===== config.mk =====
export PLATFORM = sky130hd
export DESIGN_NAME = rclru_ctrl
export DESIGN_NICKNAME = d
export VERILOG_FILES = /design/src/design/rclru_pkg.sv /design/src/design/rclru_ctrl.sv
export SDC_FILE = /design/constraint.sdc
export NUM_CORES = 1
export LEC_CHECK = 0
export ABC_AREA = 1
export BUFFER_PORTS_ARGS = -buffer_cell sky130_fd_sc_hd__buf_2
export CORE_MARGIN = 5
export CORE_UTILIZATION = 46
export DETAILED_ROUTE_END_ITERATION = 8
export GPL_ROUTABILITY_DRIVEN = 0
export GPL_TIMING_DRIVEN = 0
export HOLD_SLACK_MARGIN = 0.02
export PLACE_DENSITY_LB_ADDON = 0.25
export SYNTH_ARGS = -nofsm -noshare
export SYNTH_HDL_FRONTEND = slang
export SYNTH_SLANG_ARGS = --single-unit

===== constraint.sdc =====
create_clock -name clk -period 1.3 [get_ports clk]
set_input_delay 0 -clock clk [delete_from_list [all_inputs] [get_ports clk]]
set_output_delay 0 -clock clk [all_outputs]
set_load 0.05 [all_outputs]

===== src/design/rclru_pkg.sv =====
// Package for the LRU row cache slot manager: command and register codes,
// controller states, and the command/status bundles between control and datapath.
// No dependencies.
package rclru_pkg;

  // Default build sizes
  localparam int MAX_ROWS_DEF  = 1024;
  localparam int MAX_SLOTS_DEF = 64;
  localparam int AGE_BITS_DEF  = 32;

  // Fixed field widths
  localparam int CNT_W      = 11;  // row request and row_count
  localparam int LIM_W      = 7;   // slot_limit
  localparam int CMD_W      = 2;
  localparam int CFG_IDX_W  = 2;
  localparam int CFG_DATA_W = 11;
  localparam int OUT_SLOT_W = 6;
  localparam int OUT_ROW_W  = 10;

  // Register reset values
  localparam logic [CNT_W-1:0] ROW_COUNT_RST  = 11'd1024;
  localparam logic [LIM_W-1:0] SLOT_LIMIT_RST = 7'd64;

  // Request commands
  localparam logic [CMD_W-1:0] CMD_LOOKUP = 2'd0;
  localparam logic [CMD_W-1:0] CMD_FILL   = 2'd1;
  localparam logic [CMD_W-1:0] CMD_TICK   = 2'd2;
  localparam logic [CMD_W-1:0] CMD_NORM   = 2'd3;

  // Configuration register indexes
  localparam logic [CFG_IDX_W-1:0] CFG_ROW_COUNT  = 2'd0;
  localparam logic [CFG_IDX_W-1:0] CFG_SLOT_LIMIT = 2'd1;

  typedef enum logic [3:0] {
    ST_CLEAR,
    ST_IDLE,
    ST_ROWRD,
    ST_ROWCHK,
    ST_SCAN,
    ST_SCAN_END,
    ST_DECIDE,
    ST_EVICT,
    ST_ALLOC,
    ST_NORM,
    ST_NORM_END,
    ST_DONE
  } state_t;

  // Controller to datapath
  typedef struct packed {
    logic load_in;      // request taken: latch folded row, clear result
    logic tick;         // advance the time stamp counter
    logic clr_step;     // row map clearing sweep, one entry
    logic fold_report;  // publish folded row in the result
    logic hit_report;   // publish resident slot in the result
    logic hit_refresh;  // restamp the resident slot
    logic scan_init;    // restart slot scan and its accumulators
    logic scan_rst;     // restart slot scan index only
    logic scan_step;    // visit one slot
    logic norm_wr;      // scan pass writes back normalised stamps
    logic pick_free;    // take the lowest free slot
    logic evict;        // drop the victim's row
    logic alloc;        // bind the folded row to the chosen slot
    logic set_full;     // no slot obtained
    logic out_load;     // move result into the output register
  } dp_cmd_t;

  // Datapath to controller
  typedef struct packed {
    logic in_range;
    logic row_hit;
    logic clr_last;
    logic scan_last;
    logic sl_zero;
    logic free_ok;
    logic victim_found;
    logic evict_fit;
    logic out_free;
  } dp_stat_t;

endpackage


===== src/design/rclru_ctrl.sv =====
// Controller for the LRU row cache slot manager: sequences one request at a time.
// Depends on rclru_pkg for states and the command/status bundles.
module rclru_ctrl (
  input  logic                          clk,
  input  logic                          rst_n,
  input  logic                          in_valid,
  output logic                          in_stall,
  input  logic [rclru_pkg::CMD_W-1:0]   in_cmd,
  input  rclru_pkg::dp_stat_t           stat,
  output rclru_pkg::dp_cmd_t            cmd
);

  rclru_pkg::state_t                state_r, state_nxt;
  logic [rclru_pkg::CMD_W-1:0]      op_r, op_nxt;
  logic                             accept;

  assign accept = (state_r == rclru_pkg::ST_IDLE) && in_valid;

  // State and current command
  always_ff @(posedge clk) begin
    if (!rst_n) begin
      state_r <= rclru_pkg::ST_CLEAR;
      op_r    <= rclru_pkg::CMD_LOOKUP;
    end else begin
      state_r <= state_nxt;
      op_r    <= op_nxt;
    end
  end

  assign op_nxt = accept ? in_cmd : op_r;

  // Next state
  always_comb begin
    state_nxt = state_r;
    unique case (state_r)
      rclru_pkg::ST_CLEAR: begin
        if (stat.clr_last) state_nxt = rclru_pkg::ST_IDLE;
      end
      rclru_pkg::ST_IDLE: begin
        if (in_valid) begin
          unique case (in_cmd) inside
            rclru_pkg::CMD_LOOKUP, rclru_pkg::CMD_FILL: state_nxt = rclru_pkg::ST_ROWRD;
            rclru_pkg::CMD_TICK: state_nxt = rclru_pkg::ST_DONE;
            default: state_nxt = stat.sl_zero ? rclru_pkg::ST_DONE : rclru_pkg::ST_SCAN;
          endcase
        end
      end
      rclru_pkg::ST_ROWRD: state_nxt = rclru_pkg::ST_ROWCHK;
      rclru_pkg::ST_ROWCHK: begin
        if (!stat.in_range || stat.row_hit || op_r == rclru_pkg::CMD_LOOKUP) begin
          state_nxt = rclru_pkg::ST_DONE;
        end else begin
          state_nxt = stat.sl_zero ? rclru_pkg::ST_DECIDE : rclru_pkg::ST_SCAN;
        end
      end
      rclru_pkg::ST_SCAN: begin
        if (stat.scan_last) state_nxt = rclru_pkg::ST_SCAN_END;
      end
      rclru_pkg::ST_SCAN_END: begin
        state_nxt = (op_r == rclru_pkg::CMD_NORM) ? rclru_pkg::ST_NORM : rclru_pkg::ST_DECIDE;
      end
      rclru_pkg::ST_DECIDE: begin
        if (stat.free_ok)           state_nxt = rclru_pkg::ST_ALLOC;
        else if (stat.victim_found) state_nxt = rclru_pkg::ST_EVICT;
        else                        state_nxt = rclru_pkg::ST_DONE;
      end
      rclru_pkg::ST_EVICT: begin
        state_nxt = stat.evict_fit ? rclru_pkg::ST_ALLOC : rclru_pkg::ST_DONE;
      end
      rclru_pkg::ST_ALLOC: state_nxt = rclru_pkg::ST_DONE;
      rclru_pkg::ST_NORM: begin
        if (stat.scan_last) state_nxt = rclru_pkg::ST_NORM_END;
      end
      rclru_pkg::ST_NORM_END: state_nxt = rclru_pkg::ST_DONE;
      rclru_pkg::ST_DONE: begin
        if (stat.out_free) state_nxt = rclru_pkg::ST_IDLE;
      end
      default: state_nxt = rclru_pkg::ST_IDLE;
    endcase
  end

  // Commands to the datapath
  always_comb begin
    cmd      = '0;
    in_stall = (state_r != rclru_pkg::ST_IDLE);
    unique case (state_r)
      rclru_pkg::ST_CLEAR: cmd.clr_step = 1'b1;
      rclru_pkg::ST_IDLE: begin
        if (in_valid) begin
          cmd.load_in   = 1'b1;
          cmd.tick      = (in_cmd == rclru_pkg::CMD_TICK);
          cmd.scan_init = (in_cmd == rclru_pkg::CMD_NORM);
        end
      end
      rclru_pkg::ST_ROWRD: cmd = '0;
      rclru_pkg::ST_ROWCHK: begin
        cmd.fold_report = stat.in_range;
        cmd.hit_report  = stat.in_range && stat.row_hit;
        cmd.hit_refresh = stat.in_range && stat.row_hit && (op_r == rclru_pkg::CMD_LOOKUP);
        cmd.scan_init   = stat.in_range && !stat.row_hit && (op_r == rclru_pkg::CMD_FILL);
      end
      rclru_pkg::ST_SCAN: cmd.scan_step = 1'b1;
      rclru_pkg::ST_SCAN_END: cmd.scan_rst = (op_r == rclru_pkg::CMD_NORM);
      rclru_pkg::ST_DECIDE: begin
        cmd.pick_free = stat.free_ok;
        cmd.set_full  = !stat.free_ok && !stat.victim_found;
      end
      rclru_pkg::ST_EVICT: begin
        cmd.evict    = 1'b1;
        cmd.set_full = !stat.evict_fit;
      end
      rclru_pkg::ST_ALLOC: cmd.alloc = 1'b1;
      rclru_pkg::ST_NORM: begin
        cmd.scan_step = 1'b1;
        cmd.norm_wr   = 1'b1;
      end
      rclru_pkg::ST_NORM_END: cmd = '0;
      rclru_pkg::ST_DONE: cmd.out_load = stat.out_free;
      default: cmd = '0;
    endcase
  end

  // A scan pass never starts over an empty slot range
  a_no_empty_scan: assert property (@(posedge clk) disable iff (!rst_n)
    (state_r == rclru_pkg::ST_SCAN || state_r == rclru_pkg::ST_NORM) |-> !stat.sl_zero)
    else $error("slot scan running with no usable slot");

endmodule


**Yosys cells after proc, flatten, opt, wreduce, memory -nomap -nowiden**

Index checks and enable logic that the tools add are counted.

- Equal/unequal tests: 22
- Muxes and demuxes: 28
- Reduce and logical (&&, ||, !) cells: 20

Operators by type and width:

| kind | count |
|---|---|
| $pmux W4 S11 | 1 |
| $mux W4 | 10 |
| $eq A4 B3 Y1 const B | 4 |
| $eq A4 B4 Y1 const B | 4 |
| $ne A2 B2 Y1 const B | 5 |
| $mux W1 | 9 |
| $eq A4 B2 Y1 const B | 2 |
| $mux W2 | 4 |
| $pmux W4 S2 | 1 |
| $eq A2 B2 Y1 const B | 3 |
| $logic_and A1 B1 Y1 | 6 |
| $reduce_or A2 Y1 | 3 |
| $logic_not A1 Y1 | 5 |
| $reduce_and A5 Y1 | 1 |
| $eq A2 B1 Y1 const B | 2 |
| $eq A4 B1 Y1 const B | 1 |
| $logic_not A2 Y1 | 2 |
| $logic_not A4 Y1 | 1 |
| $ne A4 B1 Y1 const B | 1 |
| $pmux W1 S2 | 2 |
| $mux W3 | 1 |
| $logic_or A1 B1 Y1 | 2 |

- Flip-flop bits (word level): 6
- Input bits: 14
- Output and inout bits: 16
- Logic and storage cells: 72

**Depth between registers and ports, before layout**

Gate-level depths: netlist of the first run.

- Depth after elaboration: 5
- Mapped depth: 10
- Depth with buffers taken out: 10

**Least setup slack after synthesis of the first run**

No wires, ideal clock.

- Kind: register to output
- Start: register state_r[2]
- End: output port cmd[9] (netlist name)
- Arrival time: 2142 ps
- Data required time: 1300 ps
- Path slack: -842 ps
- Stages on the path, launching flop included: 4
- Path buffers: 0
- Cell sequence: dfxtp_1 > nor2_2 > nand2_2 > nor4_1

RTL lines:

| item | RTL line | text |
|---|---|---|
| start: declaration | rclru_ctrl.sv:13 | `rclru_pkg::state_t state_r, state_nxt;` |
| start signal: assignment | rclru_ctrl.sv:22 | `state_r <= rclru_pkg::ST_CLEAR;` |
| start signal: assignment | rclru_ctrl.sv:25 | `state_r <= state_nxt;` |
| end: declaration | rclru_ctrl.sv:10 | `output rclru_pkg::dp_cmd_t cmd` |

==> results of run 1 <==
-- flip-flops by register name, summed over array words and instances (netlist names) --
name     flops
state_r      4
op_r         2
-- what timing repair did --
item	CTS	global route
hold buffers	1	0
resized for setup	29	13
pin swaps	4	4
setup buffers	4	3
setup endpoints to repair	18	20
hold endpoints to repair	2	0
-- synth_stat cells, drive strengths merged --
library cell and n:
a21boi 1, a21oi 7, buf 1, dfxtp 6, inv 29, nand2 34
nand3 10, nand3b 3, nand4 1, nor2 27, nor3 2, nor4 1
o211ai 1, o21ai 6
-- path summary, 6_finish.rpt --
kind | endpoint | slack [ns] | depth (start not counted) | from
worst min-delay path | state_r[3] | 0.07 | 4 | stat[5]
worst max-delay path | cmd[8] | -0.09 | 6 | state_r[2]
worst min register to register | op_r[1] | 0.49 | 2 | op_r[1]
worst max register to register | state_r[2] | -0.02 | 9 | state_r[2]
-- cell families (layout without fill, tap and decap cells) --
kind of cell,Yosys count,in the layout
flops,6,6
compound gates,15,15
buf+inv,30,70
simple gates,78,78
-- per-layer routing --
metal	vias up	track usage	part of all wire
met1	424	0.197	0.40
met5	-	0	0
met3	7	0.0276	0.053
li1	480	-	-
met4	0	0.0807	0.021
met2	36	0.343	0.52
-- stage by stage --
| stage | utilization | area (um^2) |
|---|---|---|
| after CTS | 0.731 | 1060 |
| after global routing | 0.769 | 1120 |
| final | 0.769 | 1120 |
| after floorplan | - | 757 |
| after detailed placement | 0.634 | 922 |
| after global placement | 0.634 | 922 |
-- area by class of cell --
| type | instances | area [um^2] | share of cell area |
|---|---|---|---|
| plain buffers | 1 | 11.3 | 0.0101 |
| multi-input cells | 93 | 544 | 0.487 |
| repair buffers | 37 | 277 | 0.247 |
| inverters | 29 | 109 | 0.0973 |
| clock buffers | 3 | 22.5 | 0.0201 |
| flip-flops and latches | 6 | 135 | 0.121 |
| well taps | 16 | 20.0 | 0.0179 |
-- power by group through the flow --
stage,combinational [mW],clock [mW],sequential (mW)
after floorplan,0.916,0,0.304
after global placement,1.11,0,0.313
after detailed placement,1.13,0,0.315
after CTS,1.28,0.173,0.352
after global routing,1.49,0.183,0.364
final,1.39,0.170,0.356
-- worst register-to-register path, cell delays in order (launching register included) --
cell and delay [ns]:
dfxtp_4 0.36, nor2_4 0.22, buf_4 0.16, nand3b_1 0.10, nand2_1 0.09, inv_1 0.04
nand2_1 0.06, nor2_2 0.05, nand2_1 0.06, a21oi_1 0.06
-- cell usage in the layout, fill, tap and decap left out, drive strengths merged --
master	synthesis	routed
o211ai	1	1
a21oi	7	7
inv	29	29
o21ai	6	6
nor2	27	27
nor3	2	2
dlygate4sd3	0	1
buf	1	34
clkbuf	0	6
a21boi	1	1
nand4	1	1
nor4	1	1
dfxtp	6	6
nand3	10	10
nand3b	3	3
nand2	34	34
==> impl_metrics.yaml, run 1 <==
sta:
  slew_headroom: 0.829
  rsz0062_at_grt: "true"
  finalCritPeriodShare: 1.07
  finalWorstSetupSlack_ns: -0.0908
  slew_viol_final: 0
  clock_skew_ns: 0.00601
  tightest_slew_ns: 0.258
  layout_min_cycle_time_ns: 1.39
  timing.fmax_ghz: 0.719
  finalSetupViolCount: 9
  final.setup.tns_ns: -0.308
  hold_violations: 0
  whs_ns: 0.0693
die:
  core-area_um2: 1450
  die_h_um: 48.7
  start_util: 0.473
  die-area_um2: 2370
  dieWidth_um: 48.7
  ios: 30
  rows: 14
route:
  vias: 947
  first_iter_violations: 20
  routedWlPerCell_um: 12.0
  firstDrtPassIters: 4
  antenna_left: 0
  viasPerCell: 5.12
  routed_wl_um: 2230
  drc: 0
run_status:
  status: "finished with violations"
  violations: "setup timing"
final_layout:
  final_cells: 185
  areaGrowthSynthToFinish_pct: 62.5
  drive_gt1_frac: 0.450
  fillers: 115
  antennaDiodeCount: 0
  final_nets: 185
global_route:
  grt_max_degree: 7
  grt_pass1_wl_um: 3590
  grt_antenna_before_repair: 0
  grt_overflow: 0
  grtUsageTotal: 0.183
  grt_pass1_vias: 916
worst_setup_path:
  cp.required_ns: 1.30
  crit_chain: "nor2_4, nand2_4, nor2_4, inv_2, o21ai_4, buf_6"
  cp.arrival_ns: 1.39
  worst_setup_path_start_kind: "register"
  cp-end-kind: "primary output"
  critPathMostFrequentCell: "nor2_4"
  cp.buffers_inverters: 2
  crit_type: "reg2out"
  crit_family: "simple AND/OR/NAND/NOR gates"
  cpPeakStageDelay_ns: 0.36
  crit_slowest_cell: "dfxtp_4"
  path_max_fanout: 4
synth:
  synth_area_per_cell_um2: 5.33
  synth_warnings: 0
  yosys.area_share.simple: 0.540
  yosysTopAreaCell: "dfxtp_1"
  synth_xor_area_frac: 0
  syn_inst: 129
  synth.top_cell.area_share: 0.175
  synth_nets: 143
  synth.area.top_cells: "dfxtp_1 (17%), nand2_1 (16%), inv_1 (14%), nor2_1 (11%), nand3_1 (7.3%)"
  synth_fa_ha_area_frac: 0
  ys_types: 18
  synth-compound-area-share: 0.116
  synth_top_family_by_area: "simple AND/OR/NAND/NOR gates"
  yosysSeqAreaShare: 0.175
  syn_area_um2: 688
  synthMuxAreaShare: 0
  synth_seq_cells: 6
clocking:
  clock_path_buffers: 2
  cts_num_sinks: 6
  insertion_delay_ns: 0.25
  clk_pin_slew_ns: 0.04
  htreeDepth: 1
  tritoncts: "yes"
  cts_made_buffers: 3
  cts_root_buffer: "clkbuf_4"
power:
  p_int_uw: 845
  clkPwrFrac: 0.088
  power.density_nw_per_um2: 1710
  netSwitchingPower_mw: 1.07
  pwr-share-seq: 0.186
  swShare: 0.559
  p_leak_nw: 0.620
  comb_power_share: 0.726
  power_mw: 1.92
  vdd_drop_max_mv: 1.03
placement:
  port_buffers: 29
  numPlacedInstances: 174
  dp.final_hpwl_um: 1590
  dp_slack_ns: -0.0552
flow_run:
  drv_cap: 0
worst_hold_path:
  hold_path_class: "in2reg"
(Power assumes the default switching activity.)
==> run 2, diff against run 1 <==
--- a/config.mk
+++ b/config.mk
@@ -9,11 +9,13 @@
 export BUFFER_PORTS_ARGS = -buffer_cell sky130_fd_sc_hd__buf_2
 export CORE_MARGIN = 5
 export CORE_UTILIZATION = 46
+export CTS_BUF_LIST = sky130_fd_sc_hd__clkbuf_8 sky130_fd_sc_hd__clkbuf_16
 export DETAILED_ROUTE_END_ITERATION = 8
 export GPL_ROUTABILITY_DRIVEN = 0
 export GPL_TIMING_DRIVEN = 0
 export HOLD_SLACK_MARGIN = 0.02
 export PLACE_DENSITY_LB_ADDON = 0.25
+export RECOVER_POWER = 25
 export SYNTH_ARGS = -nofsm -noshare
 export SYNTH_HDL_FRONTEND = slang
 export SYNTH_SLANG_ARGS = --single-unit
==> run 2 against run 1 <==
Compared with the run above: the flow still finishes with violations (setup timing); die area unchanged; fmax is 2.8% higher; final area up 0.89%; largest cell class unchanged; sequential cell count unchanged; cell count did not move; non-clock buffer count stayed put; critical path type unchanged; worst setup slack improved by 0.037 ns; first-iteration DRC count up 30%; clock power grew 61%; sequential share of layout area down 0.11 points.
==> impl_metrics.yaml, run 2 (synthesis gave the netlist of run 1 again) <==
worst_setup_path:
  cp.required_ns: 1.30
  path_max_fanout: 6
  crit_family: "flip-flops"
  worst_setup_path_start_kind: "register"
  cp-end-kind: "primary output"
  crit_slowest_cell: "dfxtp_4"
  cp.arrival_ns: 1.35
  cpPeakStageDelay_ns: 0.38
  cp.buffers_inverters: 3
  crit_chain: "inv_2, nor2_4, nand2_4, nor2_4, inv_2, o21ai_4, buf_6"
  crit_type: "reg2out"
placement:
  port_buffers: 29
  dp.final_hpwl_um: 1590
final_layout:
  areaGrowthSynthToFinish_pct: 64.0
  final_nets: 185
  drive_gt1_frac: 0.462
  finish.utilization: 0.776
  fillers: 115
  mostFrequentLayoutCells: "nand2_1 (25), inv_1 (22), nor2_1 (15), buf_2 (15), buf_4 (13)"
  multi_input_area_um2: 548
  reg.largest.list: "state_r x4, op_r x2"
  regMostFlops: "state_r"
  final_common_cell: "nand2_1"
  seq_area_um2: 135
  antennaDiodeCount: 0
  largest_register_ffs: 4
sta:
  finalSetupViolCount: 5
  clock_skew_ns: 0.00205
  finalWorstSetupSlack_ns: -0.0535
  slew_headroom: 0.818
  finalCritPeriodShare: 1.04
  timing.fmax_ghz: 0.739
  layout_min_cycle_time_ns: 1.35
  whs_ns: 0.0433
  tightest_slew_ns: 0.275
  rsz0062_at_grt: "true"
  hold_violations: 0
  slew_viol_final: 0
  final.setup.tns_ns: -0.137
route:
  first_iter_violations: 26
  routedWlPerCell_um: 12.1
  firstDrtPassIters: 5
  viasPerCell: 5.17
  antenna_left: 0
  vias: 957
  routed_wl_um: 2240
  drc: 0
clocking:
  cts_num_sinks: 6
  insertion_delay_ns: 0.22
  tritoncts: "yes"
  htreeDepth: 1
  clock_path_buffers: 2
  clk_pin_slew_ns: 0.04
  cts_root_buffer: "clkbuf_8"
  cts_made_buffers: 3
run_status:
  status: "finished with violations"
  violations: "setup timing"
die:
  dieWidth_um: 48.7
  start_util: 0.473
  die-area_um2: 2370
  rows: 14
  core-area_um2: 1450
  die_h_um: 48.7
  ios: 30
worst_hold_path:
  hold_path_class: "in2reg"
power:
  power_mw: 2.04
  p_leak_nw: 0.630
  vdd_drop_max_mv: 1.05
  power.density_nw_per_um2: 1810
global_route:
  grt_overflow: 0
  grt_max_degree: 7
  grtUsageTotal: 0.189
  grt_pass1_vias: 901
  grt_antenna_before_repair: 0
  grt_pass1_wl_um: 3660
flow_run:
  drv_cap: 0
[run 2: cell count changes in the layout (fill, tap and decap cells not counted), sizes merged]
| cell | change |
|---|---|
| dlygate4sd3 | -1 |
| buf | +1 |
[run 2: final timing paths]
check	slack [ns]	start	cells past startpoint	to
setup / recovery	-0.05	state_r[0]	7	cmd[8]
hold / removal	0.04	rst_n	3	state_r[0]
setup reg to reg	-0.02	state_r[2]	9	state_r[1]
hold reg to reg	0.49	op_r[1]	2	op_r[1]
[run 2: layout make-up]
type | instances | share of cell area
inverters | 29 | 0.0965
plain buffers | 1 | 0.00665
well taps | 16 | 0.0177
flip-flops and latches | 6 | 0.120
repair buffers | 37 | 0.237
clock buffers | 3 | 0.0366
multi-input cells | 93 | 0.486
[run 2: what timing repair did]
item	CTS	global route
cloned	0	0
setup buffers	4	4
hold endpoints to repair	0	0
pin swaps	5	4
setup endpoints to repair	17	20
hold buffers	0	0
resized for setup	25	19
[run 2: per-layer routing]
metal | up-vias | GRT usage | part of all wire
met2 | 38 | 0.348 | 0.52
met4 | 0 | 0.0852 | 0.027
li1 | 474 | - | -
met3 | 7 | 0.0337 | 0.071
met5 | - | 0 | 0
met1 | 438 | 0.206 | 0.38
[run 2: power by group]
group	switching (mW)	total, mW	leakage [nW]	internal [mW]
Sequential	0.0950	0.355	0.0519	0.260
Combinational	0.925	1.41	0.556	0.486
Clock	0.0757	0.274	0.0216	0.198
Total	1.10	2.04	0.630	0.944
[run 2: worst min-delay path, stage by stage]
cell and delay, ns:
buf_2 0.11, nand3_1 0.07, nor2_1 0.04
[run 2: through the flow]
step,setup WS (ns),instances,area (um^2)
3_3_place_gp,-0.0403,174,922
4_1_cts,-0.0583,181,1060
2_1_floorplan,-0.286,129,757
5_1_grt,-0.109,185,1130
6_report,-0.0535,185,1130
3_5_place_dp,-0.0552,174,922
==> run 3, diff against run 2 <==
--- a/config.mk
+++ b/config.mk
@@ -6,11 +6,11 @@
 export NUM_CORES = 1
 export LEC_CHECK = 0
 export ABC_AREA = 1
-export BUFFER_PORTS_ARGS = -buffer_cell sky130_fd_sc_hd__buf_2
 export CORE_MARGIN = 5
-export CORE_UTILIZATION = 46
+export CORE_UTILIZATION = 50
 export CTS_BUF_LIST = sky130_fd_sc_hd__clkbuf_8 sky130_fd_sc_hd__clkbuf_16
 export DETAILED_ROUTE_END_ITERATION = 8
+export DONT_BUFFER_PORTS = 1
 export GPL_ROUTABILITY_DRIVEN = 0
 export GPL_TIMING_DRIVEN = 0
 export HOLD_SLACK_MARGIN = 0.02
==> run 3 against run 2 <==
Compared with the run above: the flow still finishes with violations (setup timing); final area grew 7.7%; critical endpoint is now state_r[0]; critical path depth grew 2; die area shrank 6.4%; fmax shrank 19%; global-route usage grew 5.9 points; clock-buffer cell count is the same; largest power group unchanged; sequential power grew 5%; power grew 21%; combinational power grew 28%; via count grew 9.5%; largest cell class unchanged; first-iteration DRC count grew 58%.
==> impl_metrics.yaml, run 3 (synthesis gave the netlist of run 1 again) <==
clocking:
  cts_root_buffer: "clkbuf_8"
  clock_path_buffers: 2
  htreeDepth: 1
  tritoncts: "yes"
  clk_pin_slew_ns: 0.04
  insertion_delay_ns: 0.23
  cts_num_sinks: 6
  cts_made_buffers: 3
global_route:
  grt_overflow: 0
  grt_antenna_before_repair: 0
  use_met1: 0.277
  grt_pass1_wl_um: 3820
  grt_max_degree: 7
  grt_use_met3: 0.0498
  grtUsageTotal: 0.249
  grt_busiest_layer: "met2"
  grt_pass1_vias: 898
  globalRouteMet2Util: 0.434
worst_hold_path:
  min_path_cells: 1
  hold_path_class: "in2out"
  hold_start: "in_cmd[0]"
  holdPathEnd: "cmd[13]"
sta:
  hold_violations: 0
  finalWorstSetupSlack_ns: -0.363
  tightest_slew_ns: 0.721
  slew_viol_final: 0
  clock_skew_ns: 0.00441
  layout_min_cycle_time_ns: 1.66
  finalSetupViolCount: 15
  timing.fmax_ghz: 0.601
  slew_headroom: 0.516
  final.setup.tns_ns: -2.48
  rsz0062_at_grt: "true"
  finalCritPeriodShare: 1.28
worst_setup_path:
  crit_slowest_cell: "dfxtp_4"
  crit_type: "reg2reg"
  cp.arrival_ns: 1.77
  r2r_start: "state_r[2]"
  crit_chain: "inv_2, nand2_1, nor2_1, nand2_1, nand2_1, nor2_1, nand3b_1, nor2_1, nor2_1"
  path_max_fanout: 4
  critPathMostFrequentCell: "nor2_1"
  cpPeakStageDelay_ns: 0.38
  cp-end-kind: "register"
  reg2regPathDepth: 9
  r2r_slack_ns: -0.36
  worst_setup_path_start_kind: "register"
  cp.required_ns: 1.40
  r2r-end: "state_r[0]"
placement:
  numPlacedInstances: 144
  dp_slack_ns: -0.408
  dp.final_hpwl_um: 1480
  port_buffers: 0
final_layout:
  reg.largest.list: "state_r x4, op_r x2"
  multi_input_area_um2: 706
  final_cells: 164
  areaGrowthSynthToFinish_pct: 76.5
  drive_gt1_frac: 0.483
  fillers: 50
  seq_area_um2: 135
  final_nets: 165
  mostFrequentLayoutCells: "inv_1 (19), nand2_1 (19), nor2_4 (14), nor2_1 (11), nand3_1 (7)"
  regMostFlops: "state_r"
  finish.utilization: 0.934
  antennaDiodeCount: 0
  largest_register_ffs: 4
run_status:
  violations: "setup timing"
  status: "finished with violations"
power:
  p_leak_nw: 0.571
  power_mw: 2.47
  power.density_nw_per_um2: 2030
  vdd_drop_max_mv: 1.24
die:
  start_util: 0.529
  die-area_um2: 2220
  dieWidth_um: 47.1
  die_h_um: 47.1
  core-area_um2: 1300
  rows: 13
  ios: 30
route:
  first_iter_violations: 41
  routedWlPerCell_um: 20.2
  drc: 0
  viasPerCell: 6.39
  firstDrtPassIters: 4
  antenna_left: 0
  routed_wl_um: 3310
  vias: 1048
flow_run:
  drv_cap: 0
## run 3: worst max-delay path by stage
stage / start / endpoint / slack (ns) / depth (start not counted)
final: state_r[2] / state_r[0] / -0.36 / 9
after global routing: state_r[2] / state_r[0] / -0.40 / 9
after detailed placement: state_r[2] / cmd[9] / -0.41 / 3
after floorplan: state_r[2] / cmd[9] / -0.29 / 3
after CTS: state_r[3] / cmd[9] / -0.24 / 3
after global placement: state_r[2] / cmd[9] / -0.40 / 3
## run 3: layout make-up
| class | instances | area share |
|---|---|---|
| multi-input combinational | 93 | 0.581 |
| timing repair buffer | 17 | 0.152 |
| sequential | 6 | 0.111 |
| inverter | 29 | 0.0999 |
| clock buffer | 3 | 0.0340 |
| tap | 15 | 0.0154 |
| buffer | 1 | 0.00618 |
## run 3: power by group
part | internal, mW | switching [mW] | total, mW
clock | 0.199 | 0.0836 | 0.283
sequential | 0.260 | 0.113 | 0.373
combinational | 0.598 | 1.21 | 1.81
## run 3: worst max-delay path: cells and delay by family (launching register included)
kind	cells	cell delay [ns]
flip-flops	1	0.38
buffers and inverters	1	0.07
AND/OR/NAND/NOR	8	1.09
## run 3: metrics by stage
stage	hold slack (ns)	instance area [um^2]
2_1_floorplan	0.0588	757
3_3_place_gp	0.0610	776
3_5_place_dp	0.0610	776
4_1_cts	0.0610	1100
5_1_grt	0.0587	1210
6_report	0.0566	1210
## run 3: per-layer routing
metal | vias to the layer above | share of wire
met1 | 483 | 0.32
met2 | 94 | 0.50
li1 | 444 | -
met5 | - | 0
met3 | 27 | 0.12
met4 | 0 | 0.062
## run 3: what timing repair did
action / CTS / global route
resized for setup: 45 / 18
setup buffers: 8 / 5
hold buffers: 4 / 0
pin swaps: 16 / 22
hold endpoints to repair: 6 / 0
endpoints found under the setup margin: 19 / 19
